$ cat src/hdl/gdfo_pkg.sv
// shared constants, request codes, types and helper functions of the depth-first order block
package gdfo_pkg;

  localparam int unsigned MAX_NODES   = 16;
  localparam int unsigned IDX_W       = $clog2(MAX_NODES);
  localparam int unsigned NUM_W       = $clog2(MAX_NODES + 1);
  localparam int unsigned STACK_DEPTH = MAX_NODES * MAX_NODES + MAX_NODES;
  localparam int unsigned LVL_W       = $clog2(STACK_DEPTH + 1);
  localparam int unsigned SADDR_W     = $clog2(STACK_DEPTH);

  // request codes carried on the input user field
  localparam logic [1:0] REQ_ADD   = 2'd0;
  localparam logic [1:0] REQ_CLEAR = 2'd1;
  localparam logic [1:0] REQ_RUN   = 2'd2;

  typedef logic [MAX_NODES-1:0] row_t;

  // adjacency memory access for one cycle
  typedef struct packed {
    logic             rd_en;
    logic [IDX_W-1:0] rd_row;
    logic             wr_en;
    logic [IDX_W-1:0] wr_row;
    row_t             wr_data;
    logic             clr;
  } adj_req_t;

  // stack memory access for one cycle
  typedef struct packed {
    logic               rd_en;
    logic [SADDR_W-1:0] rd_addr;
    logic               wr_en;
    logic [SADDR_W-1:0] wr_addr;
    logic [IDX_W-1:0]   wr_data;
  } stk_req_t;

  // single set bit at a node index
  function automatic row_t node_bit(input logic [IDX_W-1:0] idx);
    row_t r;
    r      = '0;
    r[idx] = 1'b1;
    return r;
  endfunction

  // bits of the nodes below n
  function automatic row_t node_mask(input logic [NUM_W-1:0] n);
    row_t r;
    for (int unsigned i = 0; i < MAX_NODES; i++) begin
      r[i] = (NUM_W'(i) < n);
    end
    return r;
  endfunction

  // index of the highest set bit
  function automatic logic [IDX_W-1:0] hi_bit(input row_t r);
    logic [IDX_W-1:0] k;
    k = '0;
    for (int unsigned i = 0; i < MAX_NODES; i++) begin
      if (r[i]) begin
        k = IDX_W'(i);
      end
    end
    return k;
  endfunction

endpackage

$ cat src/hdl/gdfo_adj_mem.sv
// adjacency row memory with per-row valid bits so that all rows clear at once
module gdfo_adj_mem (
  input  logic               clk_i,
  input  logic               rst_ni,
  input  gdfo_pkg::adj_req_t req_i,
  output gdfo_pkg::row_t     rd_row_o
);

  gdfo_pkg::row_t                       mem [gdfo_pkg::MAX_NODES];
  gdfo_pkg::row_t                       rd_q;
  logic                                 rd_vld_q;
  logic [gdfo_pkg::MAX_NODES-1:0]       vld_q;

  // row storage, registered read
  always_ff @(posedge clk_i) begin
    if (req_i.wr_en) begin
      mem[req_i.wr_row] <= req_i.wr_data;
    end
    if (req_i.rd_en) begin
      rd_q <= mem[req_i.rd_row];
    end
  end

  // row valid bits, cleared all at once
  always_ff @(posedge clk_i or negedge rst_ni) begin
    if (!rst_ni) begin
      vld_q    <= '0;
      rd_vld_q <= 1'b0;
    end else begin
      if (req_i.clr) begin
        vld_q <= '0;
      end else if (req_i.wr_en) begin
        vld_q[req_i.wr_row] <= 1'b1;
      end
      if (req_i.rd_en) begin
        rd_vld_q <= vld_q[req_i.rd_row];
      end
    end
  end

  // a row never written since the last clear reads as empty
  assign rd_row_o = rd_vld_q ? rd_q : '0;

endmodule

$ cat src/hdl/gdfo_stack_mem.sv
// pending-node stack memory, one write and one registered read port
module gdfo_stack_mem (
  input  logic                           clk_i,
  input  gdfo_pkg::stk_req_t             req_i,
  output logic [gdfo_pkg::IDX_W-1:0]     rd_data_o
);

  logic [gdfo_pkg::IDX_W-1:0] mem [gdfo_pkg::STACK_DEPTH];
  logic [gdfo_pkg::IDX_W-1:0] rd_q;

  // storage and registered read
  always_ff @(posedge clk_i) begin
    if (req_i.wr_en) begin
      mem[req_i.wr_addr] <= req_i.wr_data;
    end
    if (req_i.rd_en) begin
      rd_q <= mem[req_i.rd_addr];
    end
  end

  assign rd_data_o = rd_q;

endmodule

$ cat src/hdl/graph_depth_first_order.sv
// top level: request decode, traversal sequencer and result register
// Input stream carries one request per item: tuser[1:0] is the request kind
// (add edge, clear graph, run traversal), tdata holds the two 1-based edge
// endpoints. Output stream gives one visited node per item, 1-based, with
// tlast on the final node of a traversal. cfg_we_i writes node_count.
// A clear is applied while idle; an edge request makes two read-modify-
// write passes over the adjacency memory. A run tries each start candidate
// in turn and pops stack entries; for every visited node it reads the
// adjacency row and pushes the unvisited neighbors one at a time. Both
// memories have a registered read; the stack takes one access per cycle.
// tready is high only while no request is in progress; results of a run are
// produced through a single output register, so a stalled receiver holds
// the sequencer at its next visited node and no result is lost.
// Reset empties the graph (row valid bits), sets node_count to 16 and
// leaves the sequencer idle; no clearing pass is needed.
module graph_depth_first_order (
  input  logic        clk_i,
  input  logic        rst_ni,
  input  logic        s_axis_tvalid_i,
  output logic        s_axis_tready_o,
  input  logic [15:0] s_axis_tdata_i,  // [4:0] node_a, [9:5] node_b, [15:10] zero
  input  logic [1:0]  s_axis_tuser_i,  // [1:0] req_type
  output logic        m_axis_tvalid_o,
  input  logic        m_axis_tready_i,
  output logic [7:0]  m_axis_tdata_o,  // [4:0] visited_node, [7:5] zero
  output logic        m_axis_tlast_o,
  input  logic        cfg_we_i,
  input  logic [4:0]  cfg_wdata_i
);

  localparam int unsigned IDX_W   = gdfo_pkg::IDX_W;
  localparam int unsigned NUM_W   = gdfo_pkg::NUM_W;
  localparam int unsigned LVL_W   = gdfo_pkg::LVL_W;
  localparam int unsigned SADDR_W = gdfo_pkg::SADDR_W;

  localparam logic [3:0] S_IDLE     = 4'd0;
  localparam logic [3:0] S_WR_A     = 4'd1;
  localparam logic [3:0] S_RD_B     = 4'd2;
  localparam logic [3:0] S_WR_B     = 4'd3;
  localparam logic [3:0] S_START    = 4'd4;
  localparam logic [3:0] S_POP      = 4'd5;
  localparam logic [3:0] S_POP_WAIT = 4'd6;
  localparam logic [3:0] S_ROW_WAIT = 4'd7;
  localparam logic [3:0] S_PUSH     = 4'd8;

  logic [3:0]         state_q, state_d;
  logic [4:0]         node_count_q;
  logic [IDX_W-1:0]   a_idx_q, a_idx_d, b_idx_q, b_idx_d;
  logic [NUM_W-1:0]   n_q, n_d;
  logic [NUM_W-1:0]   start_q, start_d;
  logic [NUM_W-1:0]   total_q, total_d;
  logic [LVL_W-1:0]   lvl_q, lvl_d;
  gdfo_pkg::row_t     visited_q, visited_d;
  gdfo_pkg::row_t     pend_q, pend_d;
  logic               out_valid_q;
  logic [NUM_W-1:0]   out_node_q;
  logic               out_last_q;

  gdfo_pkg::adj_req_t adj_req;
  gdfo_pkg::stk_req_t stk_req;
  gdfo_pkg::row_t     adj_row;
  logic [IDX_W-1:0]   stk_node;

  logic               in_acc;
  logic [4:0]         node_a, node_b;
  logic [1:0]         req_type;
  logic               edge_ok;
  logic               out_free;
  logic               emit;
  logic               emit_last;
  logic [IDX_W-1:0]   push_k;

  assign req_type = s_axis_tuser_i;
  assign node_a   = s_axis_tdata_i[4:0];
  assign node_b   = s_axis_tdata_i[9:5];
  assign s_axis_tready_o = (state_q == S_IDLE);
  assign in_acc   = s_axis_tvalid_i && s_axis_tready_o;
  assign edge_ok  = (node_a inside {[5'd1:5'd16]}) && (node_b inside {[5'd1:5'd16]});
  assign out_free = !out_valid_q || m_axis_tready_i;
  assign push_k   = gdfo_pkg::hi_bit(pend_q);
  assign emit_last = ((total_q + NUM_W'(1)) == n_q);

  gdfo_adj_mem u_adj (
    .clk_i    (clk_i),
    .rst_ni   (rst_ni),
    .req_i    (adj_req),
    .rd_row_o (adj_row)
  );

  gdfo_stack_mem u_stack (
    .clk_i     (clk_i),
    .req_i     (stk_req),
    .rd_data_o (stk_node)
  );

  // sequencer: edge read-modify-write and depth-first walk
  always_comb begin
    state_d   = state_q;
    a_idx_d   = a_idx_q;
    b_idx_d   = b_idx_q;
    n_d       = n_q;
    start_d   = start_q;
    total_d   = total_q;
    lvl_d     = lvl_q;
    visited_d = visited_q;
    pend_d    = pend_q;
    adj_req   = '0;
    stk_req   = '0;
    emit      = 1'b0;
    case (state_q)
      S_IDLE: begin
        if (in_acc) begin
          case (req_type)
            gdfo_pkg::REQ_ADD: begin
              if (edge_ok) begin
                a_idx_d        = IDX_W'(node_a - 5'd1);
                b_idx_d        = IDX_W'(node_b - 5'd1);
                adj_req.rd_en  = 1'b1;
                adj_req.rd_row = IDX_W'(node_a - 5'd1);
                state_d        = S_WR_A;
              end
            end
            gdfo_pkg::REQ_CLEAR: begin
              adj_req.clr = 1'b1;
            end
            gdfo_pkg::REQ_RUN: begin
              n_d       = (node_count_q > NUM_W'(gdfo_pkg::MAX_NODES)) ?
                          NUM_W'(gdfo_pkg::MAX_NODES) : node_count_q;
              start_d   = '0;
              total_d   = '0;
              lvl_d     = '0;
              visited_d = '0;
              state_d   = S_START;
            end
            default: begin
            end
          endcase
        end
      end
      S_WR_A: begin
        adj_req.wr_en   = 1'b1;
        adj_req.wr_row  = a_idx_q;
        adj_req.wr_data = adj_row | gdfo_pkg::node_bit(b_idx_q);
        state_d         = S_RD_B;
      end
      S_RD_B: begin
        adj_req.rd_en  = 1'b1;
        adj_req.rd_row = b_idx_q;
        state_d        = S_WR_B;
      end
      S_WR_B: begin
        adj_req.wr_en   = 1'b1;
        adj_req.wr_row  = b_idx_q;
        adj_req.wr_data = adj_row | gdfo_pkg::node_bit(a_idx_q);
        state_d         = S_IDLE;
      end
      S_START: begin
        if (total_q == n_q || start_q == n_q) begin
          state_d = S_IDLE;
        end else if (visited_q[start_q[IDX_W-1:0]]) begin
          start_d = start_q + NUM_W'(1);
        end else begin
          stk_req.wr_en   = 1'b1;
          stk_req.wr_addr = lvl_q[SADDR_W-1:0];
          stk_req.wr_data = start_q[IDX_W-1:0];
          lvl_d           = lvl_q + LVL_W'(1);
          state_d         = S_POP;
        end
      end
      S_POP: begin
        if (lvl_q == '0 || total_q == n_q) begin
          start_d = start_q + NUM_W'(1);
          state_d = S_START;
        end else begin
          stk_req.rd_en   = 1'b1;
          stk_req.rd_addr = SADDR_W'(lvl_q - LVL_W'(1));
          lvl_d           = lvl_q - LVL_W'(1);
          state_d         = S_POP_WAIT;
        end
      end
      S_POP_WAIT: begin
        if (visited_q[stk_node]) begin
          state_d = S_POP;
        end else if (out_free) begin
          emit                = 1'b1;
          visited_d[stk_node] = 1'b1;
          total_d             = total_q + NUM_W'(1);
          adj_req.rd_en       = 1'b1;
          adj_req.rd_row      = stk_node;
          state_d             = S_ROW_WAIT;
        end
      end
      S_ROW_WAIT: begin
        pend_d  = adj_row & ~visited_q & gdfo_pkg::node_mask(n_q);
        state_d = S_PUSH;
      end
      S_PUSH: begin
        if (pend_q == '0) begin
          state_d = S_POP;
        end else begin
          if (lvl_q < LVL_W'(gdfo_pkg::STACK_DEPTH)) begin
            stk_req.wr_en   = 1'b1;
            stk_req.wr_addr = lvl_q[SADDR_W-1:0];
            stk_req.wr_data = push_k;
            lvl_d           = lvl_q + LVL_W'(1);
          end
          pend_d[push_k] = 1'b0;
        end
      end
      default: begin
        state_d = S_IDLE;
      end
    endcase
  end

  // control and walk registers
  always_ff @(posedge clk_i or negedge rst_ni) begin
    if (!rst_ni) begin
      state_q      <= S_IDLE;
      node_count_q <= 5'd16;
      n_q          <= '0;
      start_q      <= '0;
      total_q      <= '0;
      lvl_q        <= '0;
      visited_q    <= '0;
      pend_q       <= '0;
      out_valid_q  <= 1'b0;
    end else begin
      state_q   <= state_d;
      n_q       <= n_d;
      start_q   <= start_d;
      total_q   <= total_d;
      lvl_q     <= lvl_d;
      visited_q <= visited_d;
      pend_q    <= pend_d;
      if (cfg_we_i) begin
        node_count_q <= cfg_wdata_i;
      end
      if (emit) begin
        out_valid_q <= 1'b1;
      end else if (m_axis_tready_i) begin
        out_valid_q <= 1'b0;
      end
    end
  end

  // edge endpoints and result payload
  always_ff @(posedge clk_i) begin
    a_idx_q <= a_idx_d;
    b_idx_q <= b_idx_d;
    if (emit) begin
      out_node_q <= {1'b0, stk_node} + NUM_W'(1);
      out_last_q <= emit_last;
    end
  end

  assign m_axis_tvalid_o = out_valid_q;
  assign m_axis_tdata_o  = {3'b000, out_node_q};
  assign m_axis_tlast_o  = out_last_q;

  // a result is only loaded when the output register can take it
  a_emit_free : assert property (@(posedge clk_i) disable iff (!rst_ni)
    emit |-> (!out_valid_q || m_axis_tready_i))
    else $error("result loaded over a pending result");

  // visited set and visited count stay in step
  a_count : assert property (@(posedge clk_i) disable iff (!rst_ni)
    $countones(visited_q) == 32'(total_q))
    else $error("visited count does not match visited set");

  // the stack never grows past its depth
  a_stack : assert property (@(posedge clk_i) disable iff (!rst_ni)
    lvl_q <= LVL_W'(gdfo_pkg::STACK_DEPTH))
    else $error("stack level beyond depth");

  // a flagged final result leaves every node of the run visited
  a_last : assert property (@(posedge clk_i) disable iff (!rst_ni)
    (emit && emit_last) |=> (total_q == n_q))
    else $error("final result before all nodes visited");

  // nodes are never visited beyond the node count
  a_range : assert property (@(posedge clk_i) disable iff (!rst_ni)
    (state_q != S_IDLE) |-> ((visited_q & ~gdfo_pkg::node_mask(n_q)) == '0))
    else $error("node outside the run visited");

endmodule
$ cat config.mk
export PLATFORM = sky130hd
export DESIGN_NAME = graph_depth_first_order
export DESIGN_NICKNAME = d
export VERILOG_FILES = /design/src/hdl/gdfo_pkg.sv /design/src/hdl/gdfo_adj_mem.sv /design/src/hdl/gdfo_stack_mem.sv /design/src/hdl/graph_depth_first_order.sv
export SDC_FILE = /design/constraint.sdc
export NUM_CORES = 2
export LEC_CHECK = 0
export BUFFER_PORTS_ARGS = -buffer_cell sky130_fd_sc_hd__buf_2
export CAP_MARGIN = 20
export CORE_MARGIN = 5
export CORE_UTILIZATION = 41
export DETAILED_ROUTE_END_ITERATION = 8
export PLACE_DENSITY = 0.59
export REMOVE_ABC_BUFFERS = 1
export SYNTH_ARGS = -nofsm -noshare
export SYNTH_HDL_FRONTEND = slang
export SYNTH_SLANG_ARGS = --single-unit
$ cat constraint.sdc
create_clock -name clk_i -period 20.6 [get_ports clk_i]
set_input_delay 2.06 -clock clk_i [delete_from_list [all_inputs] [get_ports clk_i]]
set_output_delay 2.06 -clock clk_i [all_outputs]
set_load 0.05 [all_outputs]
== Yosys cells after proc, flatten, opt, wreduce, memory -nomap -nowiden ==
Memory sizes are Yosys's and may differ from the RTL's. A register that Yosys moved wholly into a read port is not among the register bits.
Index checks and enable logic that the tools add are counted.

* Register bits: 97
* Latch bits: 0
* Memory bits (writable): 1344
* ROM bits: 0
* Output and inout bits: 11
* Logic and storage cells: 221
* Memories kept: 2

{| class="wikitable"
|+ Memories
! name !! words !! bits a word !! read ports !! clocked after Yosys merged registers in !! wr ports !! RTL line !! source
|-
| u_stack.mem || 272 || 4 || 1 || 1 || 1 || gdfo_stack_mem.sv:8 || <nowiki>logic [gdfo_pkg::IDX_W-1:0] mem [gdfo_pkg::STACK_DEPTH];</nowiki>
|-
| u_adj.mem || 16 || 16 || 1 || 1 || 1 || gdfo_adj_mem.sv:9 || <nowiki>gdfo_pkg::row_t mem [gdfo_pkg::MAX_NODES];</nowiki>
|}

* Add/sub/neg operators: 7
* Multipliers: 0
* Div/mod/pow operators: 0
* $lt $le $gt $ge: 34
* Equal/unequal tests: 29
* Shifts and indexed selects: 0
* Mux-type cells: 95
* Bitwise operators: 9
* Reduce and logical (&&, ||, !) cells: 30

{| class="wikitable"
|+ Operators with widths
! cell !! number
|-
| $mux 16 || 8
|-
| $mux 4 || 21
|-
| $mux 5 || 13
|-
| $or 16x16->16 || 4
|-
| $pmux 16 s2 || 2
|-
| $mux 9 || 7
|-
| $mux 14 || 4
|-
| $and 16x16->16 || 3
|-
| $pmux 21 s2 || 1
|-
| $lt 4x5->1 const A || 8
|-
| $pmux 9 s4 || 1
|-
| $lt 4x5->1 const B || 7
|-
| $not 16->16 || 2
|-
| $pmux 4 s8 || 1
|-
| $pmux 5 s3 || 2
|-
| $pmux 14 s2 || 1
|-
| $mux 1 || 21
|-
| $demux 1 s4 || 5
|-
| $ge 4x1->1 const B || 5
|-
| $lt 3x5->1 const A || 4
|-
| $mux 10 || 2
|-
| $ne 2x2->1 const B || 10
|-
| $eq 4x3->1 const B || 4
|-
| $logic_not 16->1 || 1
|-
| 39 further kinds || 67
|}

== Longest topological paths before layout ==
* Depth after elaboration: 23
* Depth in mapped cells: 17

== Cells and area by module ==
From an unflattened synthesis, not the netlist that was laid out.

* Cells, all modules: 3424
* Area total of the unflattened synthesis: 60146.4 µm²

{| class="wikitable"
|+ By module, submodules not included
! module !! instances !! cells an instance !! area each (µm²) !! sequential area each (µm²)
|-
| gdfo_stack_mem || 1 || 2306 || 43427.9 || 32791.4
|-
| gdfo_adj_mem || 1 || 471 || 11021.8 || 8593.2
|-
| graph_depth_first_order || 1 || 647 || 5696.7 || 2073.2
|}

== Worst setup path after synthesis ==
OpenSTA, ideal clock, no wires.

* Kind: flip-flop to flip-flop
* Start point: register lvl_q[4]
* End point: memory u_stack.mem[0][2] in the netlist's numbering, data pin
* Library setup time: 2.311 ns
* Arrival: 11.935 ns
* Path slack: 6.353 ns
* Stages on the path, launching flop included: 6
* Buffers on the path: 2
* Clock period less this slack: 14.247 ns
* Cell sequence: dfrtp_1 -> buf_2 -> or4_1 -> clkbuf_1 -> a21o_1 -> o21ai_0

{| class="wikitable"
|+ RTL lines
! what !! RTL line !! source
|-
| start: declaration || graph_depth_first_order.sv:52 || <nowiki>logic [LVL_W-1:0] lvl_q, lvl_d;</nowiki>
|-
| start signal: assignment || graph_depth_first_order.sv:233 || <nowiki>lvl_q <= lvl_d;</nowiki>
|-
| end: declaration || gdfo_stack_mem.sv:8 ||
|}

== Final worst setup path ==
* Start point: register lvl_q[0]
* End point: register u_stack.rd_q (netlist bit u_stack.rd_data_o[3]) (read register of u_stack.mem), data pin

* Longest elaborated chain between the ends: 4
* Elaborated cells on any way between the ends: 5
* Those cells by class: add/sub: 1; mux: 2; reduce/logical: 2

{| class="wikitable"
|+ RTL lines
! what !! RTL line !! source
|-
| parallel branches: the longest is 2 deep, another holds $sub 9x1->9 || n/a ||
|-
| $mux 10 (*) || graph_depth_first_order.sv:171 || <nowiki>if (lvl_q == '0 || total_q == n_q) begin</nowiki>
|-
| $mux 10 (*) || graph_depth_first_order.sv:110 || <nowiki>case (state_q)</nowiki>
|-
| end: declaration || gdfo_stack_mem.sv:9 || <nowiki>logic [gdfo_pkg::IDX_W-1:0] rd_q;</nowiki>
|}

Every way passes the cells marked *.
A chain may end at the register's enable or synchronous reset.

==> results.py <==
metrics = {
    "sta": {
        "layout_min_cycle_time_ns": 7.031,
        "drv_slew": 0,
        "slew_headroom": 0.1745,
        "setup_viol": 0,
        "finalClockSkew_ns": 0.03691,
        "hold_viol": 0,
        "tns_ns": 0,
        "fmax_mhz": 142.2,
        "rsz0062_at_grt": "no",
        "worst-slew-pin-transition_ns": 1.237,
        "finalCritPeriodShare": 0.3413,
    },
    "power": {
        "max-vdd-ir-drop_mv": 0.09467,
        "power_density_nw_per_um2": 112.3,
        "switching_power_mw": 2.421,
        "power_frac_clock": 0.347,
        "combPwrFrac": 0.198,
        "p_int_mw": 5.265,
        "seq_power_share": 0.456,
        "leakagePower_nw": 22.15,
        "switching_share": 0.3150,
    },
    "global_route": {
        "antenna_found_initial": 6,
        "grt_pass1_wl_um": 277100,
        "overflow": 0,
        "grtUsageTotal": 0.2380,
        "grt_pass1_vias": 39737,
        "grt_max_degree": 187,
    },
    "detailed_routing": {
        "drtPass1Iterations": 6,
        "dr_total_vias": 41545,
        "wl_met1_um": 76650,
        "wl_met3_um": 17830,
        "finalWirelength_um": 191900,
        "route.met2.wl_um": 89050,
        "routedWlPerCell_um": 28.27,
        "drc_errors": 0,
        "drt-initial-drc-count": 5080,
        "highest_layer": "met4",
        "final_antenna_net_count": 0,
        "viasPerCell": 6.121,
    },
    "worst_setup_path": {
        "path_cells": "inv_1 -> ha_1 -> xor2_1 -> o211ai_1 -> a21oi_4 -> buf_4 -> buf_4 -> buf_4 -> mux2i_1 -> o31ai_1 -> a21oi_1 -> o311ai_0 -> o21ai_0 -> o22ai_1",
        "ff2ff_setup_slack_ns": 13.57,
        "worst-path-max-fanout": 43,
        "cpMostUsedCell": "buf_4",
        "arrival_ns": 7.55,
        "cp_top_family": "compound AO/OA/AOI/OAI gates",
        "slowest_delay_ns": 0.94,
        "path_class": "flip-flop to flip-flop",
        "cp-start-kind": "flip-flop",
        "critical_path_required_ns": 21.12,
        "reg2reg_depth": 14,
        "slowest_stage": "o311ai_0",
        "critPathCaptureType": "flip-flop",
        "r2r-end": "u_stack.rd_data_o[3]",
        "rr_startpoint": "lvl_q[0]",
        "cp_num_buf_inv": 4,
    },
    "final_layout": {
        "ff_latch_area_um2": 43460,
        "synthToLayoutAreaGrowth_pct": 12.06,
        "n_fill_cell": 13104,
        "multi_input_area_um2": 16380,
        "drive_gt1_frac": 0.1016,
        "nets": 4774,
        "final_cells": 6787,
    },
    "min_path": {
        "hold_end": "u_adj.vld_q[13]",
        "min_from": "u_adj.vld_q[13]",
        "hp-class": "flip-flop to flip-flop",
        "hold_depth": 1,
    },
    "cts": {
        "cts_buffer_depth": 3,
        "cts_tree": "yes",
        "post_cts_buffers": 0,
        "htreeDepth": 4,
        "cts_hold_buffers": 0,
        "ctsResizeCount": 0,
        "cts_made_buffers": 154,
        "clock_latency_ns": 0.79,
        "cts_root_buffer": "clkbuf_16",
        "cts.clk_slew.worst_paths_ns": 0.06,
        "clock-sinks": 1461,
    },
    "logic_synthesis": {
        "syn_area_um2": 61070,
        "seq_area_frac_synth": 0.7116,
        "synth-edff-count": 1378,
        "synthFlopType": "edfxtp_1",
        "synth_warnings": 0,
        "async_reset_ff_frac": 0.05681,
        "synth.avg_cell_area_um2": 12.88,
        "ys_types": 93,
        "synth-seq-cells": 1461,
        "syn_inst": 4741,
    },
    "place": {
        "placed_cells": 6499,
        "place_congestion": 0.8737,
        "dp_hpwl_um": 110300,
        "numPortBuffers": 29,
    },
    "run": {
        "drv_cap": 0,
    },
    "die": {
        "core-area_um2": 147800,
        "ios": 39,
        "die_area_um2": 156800,
        "dieHeight_um": 396.0,
        "initial_core_util": 0.4131,
        "rows": 141,
        "die_width_um": 396.0,
    },
    "run_status": {
        "outcome": "completed",
    },
}
[kinds of logic after synthesis]
| group | synth area share |
|---|---|
| simple gates | 0.1249 |
| flops | 0.7116 |
| compound gates | 0.1090 |
| buf+inv | 0.02585 |
| mux | 0.02133 |
| xor+xnor | 0.004446 |
| fa+ha+maj | 0.002868 |
| other cells | 0.00006140 |
[how the worst max path moves through the flow]
stage,end,cells past startpoint,slack (ns),from
floorplan,u_stack.rd_data_o[1],10,2.51,state_q[1]
detailed placement,u_stack.rd_data_o[3],14,13.83,lvl_q[0]
CTS,u_stack.rd_data_o[3],14,13.82,lvl_q[0]
finish,u_stack.rd_data_o[3],14,13.57,lvl_q[0]
global route,u_stack.rd_data_o[3],14,13.58,lvl_q[0]
global placement,u_stack.rd_data_o[3],14,13.84,lvl_q[0]
[cell type report]
type / instances / area share
antenna: 3 / 0.0001097
clock buffer: 196 / 0.05952
clock inverter: 82 / 0.01071
inverter: 31 / 0.001700
multi-input combinational: 2917 / 0.2394
sequential: 1461 / 0.6350
tap: 1930 / 0.03528
timing repair buffer: 167 / 0.01834
[through the flow]
step,total power [mW],hold slack [ns],utilization,instance area [µm²],worst slack [ns]
2_1_floorplan,4.394,0.4565,-,59620,2.514
3_3_place_gp,5.034,0.4673,0.4295,63490,13.84
3_5_place_dp,5.052,0.4730,0.4299,63550,13.83
4_1_cts,7.692,0.4853,0.4624,68360,13.82
5_1_grt,7.943,0.5045,0.4629,68430,13.58
6_report,7.686,0.4839,0.4629,68440,13.57
[metal layers]
metal | vias up | GRT usage
li1 | 17908 | -
met1 | 20926 | 0.3227
met2 | 2253 | 0.3785
met3 | 458 | 0.04871
met4 | 0 | 0.09462
met5 | - | 0
[power by group through the flow]
stage               Clock [mW]  Sequential (mW)  Combinational [mW]
floorplan                    0             3.52               0.877
detailed placement           0             3.56                1.49
CTS                       2.70             3.50                1.50
global placement             0             3.56                1.48
finish                    2.66             3.50                1.52
global route              2.82             3.51                1.61
[cells in the final DEF (no fill, tap or decap), types with 92 or more instances in the layout]
cell type | netlist | final
mux2i_1 | 93 | 93
clkbuf_16 | 0 | 156
nor2_1 | 504 | 483
nand2_1 | 781 | 777
edfxtp_1 | 1378 | 1378
a31oi_1 | 107 | 107
o21ai_0 | 182 | 180
and3_1 | 92 | 92
nand3_1 | 119 | 117
buf_4 | 13 | 132
a21oi_1 | 240 | 239
[registers in the layout (all words and copies together) (netlist names), 5 cells and up]
name and cells:
start_q 5, u_adj.rd_q 16, visited_q 16, u_adj.mem 256, pend_q 16, node_count_q 5
u_stack.mem 1088, total_q 5, lvl_q 9, u_adj.vld_q 16, out_node_q 5, n_q 5
[worst reg2reg max path, stage by stage, from the launching register on]
cell      delay [ns]
dfrtp_1         0.80
inv_1           0.56
ha_1            0.42
xor2_1          0.36
o211ai_1        0.29
a21oi_4         0.17
buf_4           0.43
buf_4           0.63
buf_4           0.73
mux2i_1         0.16
o31ai_1         0.25
a21oi_1         0.11
o311ai_0        0.94
o21ai_0         0.38
o22ai_1         0.53
[cells in the mapped netlist, drive strengths merged (31+ instances only)]
| cell | number | area [µm²] |
|---|---|---|
| a21oi | 241 | 1210 |
| a211oi | 37 | 282.8 |
| clkbuf | 194 | 728.2 |
| o22ai | 54 | 337.8 |
| nor4 | 50 | 327.8 |
| o21ai | 203 | 1016 |
| o221ai | 55 | 481.7 |
| nand3 | 119 | 595.6 |
| buf | 140 | 734.5 |
| edfxtp | 1378 | 41380 |
| a31oi | 107 | 669.4 |
| nor2 | 505 | 1903 |
| nand2 | 782 | 2938 |
| dfrtp | 82 | 2052 |
| and3 | 92 | 575.6 |
| nor3 | 91 | 455.4 |
| inv | 31 | 116.4 |
| mux2i | 93 | 930.9 |
Power figures use the tool's default switching activity.
